--- config.mk ---
export PLATFORM = sky130hd
export DESIGN_NAME = vector_distance_metric_top
export DESIGN_NICKNAME = d
export VERILOG_FILES = /design/src/vdm_pkg.sv /design/src/vdm_mac.sv /design/src/vdm_sqrt.sv /design/src/vector_distance_metric_top.sv
export SDC_FILE = /design/constraint.sdc
export NUM_CORES = 1
export LEC_CHECK = 0
export BUFFER_PORTS_ARGS = -buffer_cell sky130_fd_sc_hd__buf_4
export CAP_MARGIN = 20
export CORE_MARGIN = 10
export CORE_UTILIZATION = 50
export CTS_CLUSTER_DIAMETER = 80
export DETAILED_ROUTE_END_ITERATION = 7
export MAX_ROUTING_LAYER = met4
export PLACE_DENSITY_LB_ADDON = 0.2
export SYNTH_ARGS = -nofsm -noshare
export SYNTH_HDL_FRONTEND = slang
export SYNTH_HIERARCHICAL = 1
export SYNTH_SLANG_ARGS = --single-unit
--- constraint.sdc ---
create_clock -name clk -period 20.4 [get_ports clk]
set_clock_uncertainty 0.2 [all_clocks]
set_input_delay 3.06 -clock clk [delete_from_list [all_inputs] [get_ports clk]]
set_output_delay 3.06 -clock clk [all_outputs]
set_load 0.005 [all_outputs]
--- src/vdm_pkg.sv ---
package vdm_pkg;

	// Result field width, fixed by the output port
	localparam int OUT_WIDTH = 48;

	// metric_mode register
	localparam int MODE_WIDTH = 2;
	localparam logic [MODE_WIDTH-1:0] MODE_EUCLID  = 2'd0;
	localparam logic [MODE_WIDTH-1:0] MODE_SQUARED = 2'd1;
	localparam logic [MODE_WIDTH-1:0] MODE_DOT     = 2'd2;

	typedef enum logic [2:0] {
		ST_IDLE,
		ST_MUL,
		ST_ACC,
		ST_FIN,
		ST_ROOT,
		ST_OUT
	} state_t;

	typedef struct packed {
		logic load;    // capture operands of an accepted pair
		logic mul_en;  // register the product
		logic acc_en;  // saturating add into the running sum
		logic clr;     // vector finished, clear sum and flag
	} mac_ctrl_t;

endpackage

--- src/vdm_mac.sv ---
module vdm_mac #(
	parameter int ELEM_WIDTH = 16,
	parameter int ACC_WIDTH  = 48
) (
	input  logic                         clk,
	input  logic                         arst_n,
	input  vdm_pkg::mac_ctrl_t           ctrl,
	input  logic                         dot,
	input  logic signed [ELEM_WIDTH-1:0] first_elem,
	input  logic signed [ELEM_WIDTH-1:0] second_elem,
	input  logic                         first_present,
	input  logic                         second_present,
	output logic signed [ACC_WIDTH-1:0]  sum,
	output logic                         ovf
);

	localparam int OP_WIDTH   = ELEM_WIDTH + 1;
	localparam int PROD_WIDTH = 2 * OP_WIDTH;
	localparam int SUM_WIDTH  = ((ACC_WIDTH > PROD_WIDTH) ? ACC_WIDTH : PROD_WIDTH) + 1;
	localparam logic signed [ACC_WIDTH-1:0] ACC_MAX = {1'b0, {(ACC_WIDTH-1){1'b1}}};
	localparam logic signed [ACC_WIDTH-1:0] ACC_MIN = {1'b1, {(ACC_WIDTH-1){1'b0}}};

	logic signed [OP_WIDTH-1:0]   a_ext, b_ext, diff;
	logic signed [OP_WIDTH-1:0]   op_a_q, op_b_q;
	logic signed [PROD_WIDTH-1:0] prod_q;
	logic signed [SUM_WIDTH-1:0]  sum_ext;
	logic signed [ACC_WIDTH-1:0]  sum_q;
	logic                         ovf_q;

	// absent element reads as zero
	assign a_ext = first_present  ? OP_WIDTH'(first_elem)  : '0;
	assign b_ext = second_present ? OP_WIDTH'(second_elem) : '0;
	assign diff  = a_ext - b_ext;

	always_ff @(posedge clk) begin
		if (ctrl.load) begin
			op_a_q <= dot ? a_ext : diff;
			op_b_q <= dot ? b_ext : diff;
		end
		if (ctrl.mul_en) begin
			prod_q <= op_a_q * op_b_q;
		end
	end

	assign sum_ext = SUM_WIDTH'(sum_q) + SUM_WIDTH'(prod_q);

	always_ff @(posedge clk or negedge arst_n) begin
		if (!arst_n) begin
			sum_q <= '0;
			ovf_q <= 1'b0;
		end else if (ctrl.clr) begin
			sum_q <= '0;
			ovf_q <= 1'b0;
		end else if (ctrl.acc_en) begin
			priority if (sum_ext > SUM_WIDTH'(ACC_MAX)) begin
				sum_q <= ACC_MAX;
				ovf_q <= 1'b1;
			end else if (sum_ext < SUM_WIDTH'(ACC_MIN)) begin
				sum_q <= ACC_MIN;
				ovf_q <= 1'b1;
			end else begin
				sum_q <= sum_ext[ACC_WIDTH-1:0];
			end
		end
	end

	assign sum = sum_q;
	assign ovf = ovf_q;

endmodule

--- src/vdm_sqrt.sv ---
module vdm_sqrt #(
	parameter int ACC_WIDTH = 48
) (
	input  logic                               clk,
	input  logic                               arst_n,
	input  logic                               start,
	input  logic signed [ACC_WIDTH-1:0]        operand,
	output logic                               busy,
	output logic [(ACC_WIDTH+1)/2-1:0]         root
);

	// one result bit per cycle, restoring digit-by-digit method
	localparam int NB  = (ACC_WIDTH + 1) / 2;
	localparam int CW  = $clog2(NB);

	logic [2*NB-1:0] n_q;
	logic [NB:0]     rem_q;
	logic [NB-1:0]   root_q;
	logic [CW-1:0]   cnt_q;
	logic            busy_q;
	logic [NB+2:0]   rem_shift, trial, rem_diff;
	logic            take;

	assign rem_shift = {rem_q, n_q[2*NB-1 -: 2]};
	assign trial     = {1'b0, root_q, 2'b01};
	assign take      = (rem_shift >= trial);
	assign rem_diff  = rem_shift - trial;

	always_ff @(posedge clk or negedge arst_n) begin
		if (!arst_n) begin
			busy_q <= 1'b0;
			cnt_q  <= '0;
		end else if (start) begin
			busy_q <= 1'b1;
			cnt_q  <= CW'(NB - 1);
		end else if (busy_q) begin
			if (cnt_q == '0) begin
				busy_q <= 1'b0;
			end else begin
				cnt_q <= cnt_q - 1'b1;
			end
		end
	end

	always_ff @(posedge clk) begin
		if (start) begin
			// negative sum (mode changed mid-vector) roots to zero
			n_q    <= operand[ACC_WIDTH-1] ? '0 : (2*NB)'(unsigned'(operand));
			rem_q  <= '0;
			root_q <= '0;
		end else if (busy_q) begin
			n_q <= {n_q[2*NB-3:0], 2'b00};
			if (take) begin
				rem_q  <= rem_diff[NB:0];
				root_q <= {root_q[NB-2:0], 1'b1};
			end else begin
				rem_q  <= rem_shift[NB:0];
				root_q <= {root_q[NB-2:0], 1'b0};
			end
		end
	end

	assign busy = busy_q;
	assign root = root_q;

endmodule

--- src/vector_distance_metric_top.sv ---
// Vector distance metric. Two vectors stream in as element pairs, one pair per input
// transfer; a clear present bit counts that element as zero, so the shorter vector is
// padded up to the longer length. Each pair adds one term to a saturating signed
// ACC_WIDTH accumulator: (a-b)^2 for the two distance forms, a*b for the dot product.
// On the pair flagged is_last a single result transfer follows: metric_mode 0 gives the
// floor integer square root of the sum (Euclidean distance, element scale kept), 1 the
// squared distance, 2 (and 3) the dot product; saturated reports any clamping in that
// vector, after which sum and flag are cleared. The user must write metric_mode through
// the cfg channel only while the block is idle; the block itself does not enforce it.
// Pairs go one at a time through a small sequencer: operand capture, multiply,
// accumulate, finish, with in_ready low from multiply to finish. A last pair adds a
// result load in modes 1/2; in mode 0 the bit-serial square root, with one shared
// compare/subtract reused for every result bit, runs before it. The result sits in an
// output register, so the next vector is taken while it waits; only a second result
// behind an unaccepted one stalls the sequencer.
module vector_distance_metric_top #(
	parameter int ELEM_WIDTH = 16,
	parameter int ACC_WIDTH  = 48
) (
	input  logic                                   clk,
	input  logic                                   arst_n,
	// configuration
	input  logic                                   cfg_valid,
	output logic                                   cfg_ready,
	input  logic [vdm_pkg::MODE_WIDTH-1:0]         cfg_data,
	// element pairs
	input  logic                                   in_valid,
	output logic                                   in_ready,
	input  logic signed [ELEM_WIDTH-1:0]           first_elem,
	input  logic signed [ELEM_WIDTH-1:0]           second_elem,
	input  logic                                   first_present,
	input  logic                                   second_present,
	input  logic                                   is_last,
	// results
	output logic                                   out_valid,
	input  logic                                   out_ready,
	output logic signed [vdm_pkg::OUT_WIDTH-1:0]   metric_value,
	output logic                                   saturated
);

	localparam int NB = (ACC_WIDTH + 1) / 2;

	vdm_pkg::state_t   state_q, state_d;
	vdm_pkg::mac_ctrl_t mac_ctrl;

	logic [vdm_pkg::MODE_WIDTH-1:0]      mode_q;
	logic                                last_q;
	logic                                dot, euclid;
	logic signed [ACC_WIDTH-1:0]         sum;
	logic                                ovf;
	logic                                sqrt_start, sqrt_busy;
	logic [NB-1:0]                       root;
	logic                                out_free, out_load;
	logic                                out_valid_q;
	logic signed [vdm_pkg::OUT_WIDTH-1:0] metric_value_q;
	logic                                saturated_q;

	// config register, always ready
	assign cfg_ready = 1'b1;

	always_ff @(posedge clk or negedge arst_n) begin
		if (!arst_n) begin
			mode_q <= vdm_pkg::MODE_EUCLID;
		end else if (cfg_valid) begin
			mode_q <= cfg_data;
		end
	end

	// only bit 1 selects the dot product, so the unused code behaves as one
	assign dot    = (mode_q != vdm_pkg::MODE_EUCLID) && (mode_q != vdm_pkg::MODE_SQUARED);
	assign euclid = (mode_q == vdm_pkg::MODE_EUCLID);

	always_ff @(posedge clk) begin
		if (in_valid && in_ready) begin
			last_q <= is_last;
		end
	end

	// output register frees up in the cycle the downstream takes it
	assign out_free = !out_valid_q || out_ready;

	// sequencer: next state
	always_comb begin
		state_d = state_q;
		unique case (state_q)
			vdm_pkg::ST_IDLE: if (in_valid) state_d = vdm_pkg::ST_MUL;
			vdm_pkg::ST_MUL:  state_d = vdm_pkg::ST_ACC;
			vdm_pkg::ST_ACC:  state_d = vdm_pkg::ST_FIN;
			vdm_pkg::ST_FIN: begin
				priority if (!last_q) state_d = vdm_pkg::ST_IDLE;
				else if (euclid)      state_d = vdm_pkg::ST_ROOT;
				else                  state_d = vdm_pkg::ST_OUT;
			end
			vdm_pkg::ST_ROOT: if (!sqrt_busy) state_d = vdm_pkg::ST_OUT;
			vdm_pkg::ST_OUT:  if (out_free) state_d = vdm_pkg::ST_IDLE;
			default:          state_d = vdm_pkg::ST_IDLE;
		endcase
	end

	// sequencer: outputs
	always_comb begin
		in_ready        = 1'b0;
		mac_ctrl        = '0;
		sqrt_start      = 1'b0;
		out_load        = 1'b0;
		unique case (state_q)
			vdm_pkg::ST_IDLE: begin
				in_ready      = 1'b1;
				mac_ctrl.load = in_valid;
			end
			vdm_pkg::ST_MUL:  mac_ctrl.mul_en = 1'b1;
			vdm_pkg::ST_ACC:  mac_ctrl.acc_en = 1'b1;
			vdm_pkg::ST_FIN:  sqrt_start = last_q && euclid;
			vdm_pkg::ST_ROOT: ;
			vdm_pkg::ST_OUT: begin
				out_load     = out_free;
				mac_ctrl.clr = out_free;
			end
			default: ;
		endcase
	end

	always_ff @(posedge clk or negedge arst_n) begin
		if (!arst_n) begin
			state_q <= vdm_pkg::ST_IDLE;
		end else begin
			state_q <= state_d;
		end
	end

	vdm_mac #(
		.ELEM_WIDTH (ELEM_WIDTH),
		.ACC_WIDTH  (ACC_WIDTH)
	) u_mac (
		.clk            (clk),
		.arst_n         (arst_n),
		.ctrl           (mac_ctrl),
		.dot            (dot),
		.first_elem     (first_elem),
		.second_elem    (second_elem),
		.first_present  (first_present),
		.second_present (second_present),
		.sum            (sum),
		.ovf            (ovf)
	);

	vdm_sqrt #(
		.ACC_WIDTH (ACC_WIDTH)
	) u_sqrt (
		.clk     (clk),
		.arst_n  (arst_n),
		.start   (sqrt_start),
		.operand (sum),
		.busy    (sqrt_busy),
		.root    (root)
	);

	// result register; a wider sum keeps its low bits, a narrower one is sign-extended
	always_ff @(posedge clk or negedge arst_n) begin
		if (!arst_n) begin
			out_valid_q <= 1'b0;
		end else if (out_load) begin
			out_valid_q <= 1'b1;
		end else if (out_ready) begin
			out_valid_q <= 1'b0;
		end
	end

	always_ff @(posedge clk) begin
		if (out_load) begin
			metric_value_q <= euclid ? vdm_pkg::OUT_WIDTH'(root)
			                         : vdm_pkg::OUT_WIDTH'(sum);
			saturated_q    <= ovf;
		end
	end

	assign out_valid    = out_valid_q;
	assign metric_value = metric_value_q;
	assign saturated    = saturated_q;

endmodule

==> impl_metrics.tcl <==
set metrics [dict create \
    die_area_um2 63820 \
    fin_nets 3281 \
    async_reset_ff_share_pct 22.10 \
    placement_rows 85 \
    synthFlopType "edfxtp_1" \
    syn-cell-area_um2 27060 \
    die-height_um 252.6 \
    wire_per_inst_um 18.07 \
    totalWireLength_um 63000 \
    synthMuxAreaShare_pct 2.636 \
    grt_pass1_vias 20390 \
    die_x_um 252.6 \
    hold_start "u_sqrt/rem_q[23]$_SDFFE_PP0P_" \
    slew_headroom_pct 31.51 \
    ys_seq_area_share_pct 27.69 \
    reg2reg_depth 22 \
    hp-class "reg -> reg" \
    cts_sinks 276 \
    drive_gt1_share_pct 10.04 \
    cts-hold-fix-buffers 0 \
    synth-edff-count 166 \
    cp-start-kind "flop" \
    num_vias 19200 \
    worstPathRequired_ns 20.48 \
    placed_area_um2 28170 \
    cts_resized 0 \
    arrival_ns 7.41 \
    ys_seq_elements 276 \
    cts_made_buffers 34 \
    n_fill_cell 4804 \
    post-cts-setup-buffers 0 \
    hold_viol_final 0 \
    ys_types 92 \
    synth-compound-area-share_pct 13.65 \
    r2r_end "u_mac/prod_q[31]$_DFFE_PP_" \
    clk_pin_slew_ns 0.06 \
    path_max_fanout 17 \
    io-pin-count 94 \
    endpoint_kind "flop" \
    drt_iter0_drc 918 \
    pre_cts_slack_ns 13.16 \
    crit_type "reg -> reg" \
    outcome "complete, no violations" \
    synth_fp_nets 3250 \
    holdPathEnd "u_sqrt/rem_q[23]$_SDFFE_PP0P_" \
    tns_ns 0 \
    syn_to_final_growth_pct 8.476 \
    clk_latency_ns 0.54 \
    period_minus_slack_ns 7.324 \
    timing.rr.start "u_mac/op_a_q[7]$_DFFE_PP_" \
    cts-root-buf "clkbuf_16" \
    yosys.area_share.adder_pct 30.23 \
    synthSimpleGateAreaFrac_pct 14.16 \
    finalCritPeriodShare_pct 35.90 \
    port_buffers 92 \
    ant_nets 0 \
    grt_max_degree 78 \
    dpl.hpwl_um 48700 \
    layout_setup_ws_ns 13.08 \
    drv_cap 0 \
    setup-violations-final 0 \
    min_path_cells 2 \
    antenna_cells 0 \
    worstMarginPinSlew_ns 1.027 \
    rrSetupSlack_ns 13.08 \
    maxClockFrequency_ghz 0.1365 \
    cts_tree "built" \
    via_per_inst 5.507 \
    antenna_found_initial 0 \
    syn_inst 2733 \
    synth_top_family_by_area "adder cells" \
    overflow 0 \
    core_area_um2 53710 \
    gp_congestion 0.9023 \
    final_cell_mix "inv_1 (408), fa_1 (298), nand2_1 (295)" \
    postSynthAreaPerCell_um2 9.900 \
    yosysWarnings 6 \
    layout_commonest_cell "inv_1" \
    clock_path_buffers 3 \
    dr.pass1.iters 5 \
    grtUsageTotal_pct 20.81 \
    htree_levels 2 \
    start_util_pct 50.38 \
    grt_pass1_wl_um 105900 \
    remaining_drc_errors 0 \
    rsz0062_at_grt "no" \
    postLayoutCellArea_um2 29350 \
    slew_viol_final 0 \
    synth_xor_area_share_pct 3.690 \
]
synthesized netlist by cell type (6+ instances only):
cell	instances	area (um2)
a211oi_1	29	217.7
a21boi_0	6	45.04
a21o_1	57	427.9
a21oi_1	123	615.6
a22o_1	45	394.1
a31o_2	15	131.4
a31oi_1	7	43.79
and2_1	166	1039
and3_1	9	56.30
buf_6	12	135.1
clkbuf_1	84	315.3
dfrtp_1	61	1526
dfxtp_1	49	980.9
edfxtp_1	166	4985
fa_1	298	5966
ha_1	177	2215
inv_1	408	1531
mux2_4	24	360.4
mux2i_1	33	330.3
nand2_1	295	1107
nand2b_1	23	143.9
nand3_1	30	150.1
nand3b_1	6	45.04
nand4_1	9	56.30
nor2_1	132	495.5
nor2b_1	42	262.8
nor3_1	28	140.1
o211ai_1	18	135.1
o211ai_2	40	500.5
o21a_1	14	105.1
o21ai_0	67	335.3
o21ai_1	12	60.06
o21bai_1	15	112.6
o31ai_1	7	52.55
or2_2	6	37.54
or3_1	6	37.54
xnor2_1	70	613.1
xor2_1	44	385.4
area by class of cell:
type / instances / area, um2 / share of cell area (%)
Clock inverter: 23 / 237.7 / 0.8100
Sequential cell: 276 / 7495 / 25.54
Inverter: 409 / 1535 / 5.231
Tap cell: 696 / 870.8 / 2.967
Clock buffer: 39 / 910.9 / 3.103
Multi-Input combinational cell: 1935 / 17450 / 59.47
Timing Repair Buffer: 108 / 847.1 / 2.886
layer usage:
| metal | up-vias | routed length, um | part of all wire [%] | track usage (%) |
|---|---|---|---|---|
| met4 | 0 | 835 | 1.3 | 3.722 |
| met1 | 9586 | 28780 | 46 | 26.63 |
| li1 | 9121 | - | - | - |
| met3 | 61 | 2812 | 4.5 | 2.909 |
| met5 | - | 0 | 0 | - |
| met2 | 430 | 30570 | 49 | 35.07 |
registers in the layout (all words and copies together) (netlist names):
register,cells
state_q,3
u_sqrt/rem_q,25
metric_value,48
out_valid,1
last_q,1
u_sqrt/cnt_q,5
u_mac/prod_q,34
u_mac/op_a_q,17
u_sqrt/busy,1
saturated,1
u_sqrt/n_q,48
mode_q,2
u_mac/ovf,1
u_mac/op_b_q,17
u_mac/sum,48
u_sqrt/root,24
how the worst max path moves through the flow:
stage / from / slack [ns] / end
floorplan: out_ready / 13.50 / u_mac/sum[10]$_DFFE_PN0P_
global placement: u_mac/op_a_q[7]$_DFFE_PP_ / 13.23 / u_mac/prod_q[31]$_DFFE_PP_
detailed placement: u_mac/op_a_q[7]$_DFFE_PP_ / 13.16 / u_mac/prod_q[25]$_DFFE_PP_
CTS: u_mac/op_a_q[7]$_DFFE_PP_ / 13.14 / u_mac/prod_q[25]$_DFFE_PP_
global route: u_mac/op_a_q[7]$_DFFE_PP_ / 12.67 / u_mac/prod_q[25]$_DFFE_PP_
finish: u_mac/op_a_q[7]$_DFFE_PP_ / 13.08 / u_mac/prod_q[31]$_DFFE_PP_
through the flow:
stage | cells | utilization, % | hold slack, ns
global placement | 3421 | 52.40 | 0.2684
floorplan | 2733 | - | 0.2487
finish | 3486 | 54.65 | 0.2849
global route | 3486 | 54.65 | 0.3178
detailed placement | 3423 | 52.46 | 0.2721
CTS | 3485 | 54.60 | 0.2853
kinds of logic (layout without fill, tap and decap cells):
logic type                 after synthesis  in the layout
AOI/OAI and AO/OA                      506            506
xor gates and xnor gates               114            114
adders and majority gates              475            475
buffers and inverters                  522            579
DFF                                    276            276
muxes                                   59             59
other                                    1              1
and+or+nand+nor                        780            780
worst max-delay path, cell delays in order (launching register included):
cell and delay (ns):
edfxtp_1 0.65, and2_1 0.30, fa_1 0.53, inv_1 0.05, fa_1 0.49, fa_1 0.52
inv_1 0.05, fa_1 0.46, fa_1 0.55, inv_1 0.05, fa_1 0.52, inv_1 0.04
ha_1 0.37, a21o_1 0.21, a21oi_1 0.12, o21ai_0 0.09, a21oi_1 0.15, nand2_1 0.13
a221oi_1 0.73, o2111ai_1 0.29, a31o_2 0.31, a21oi_1 0.17, xnor2_1 0.08
Power is not shown: default switching activity piles up to over one toggle a cycle in this logic, so the estimate is an artifact.
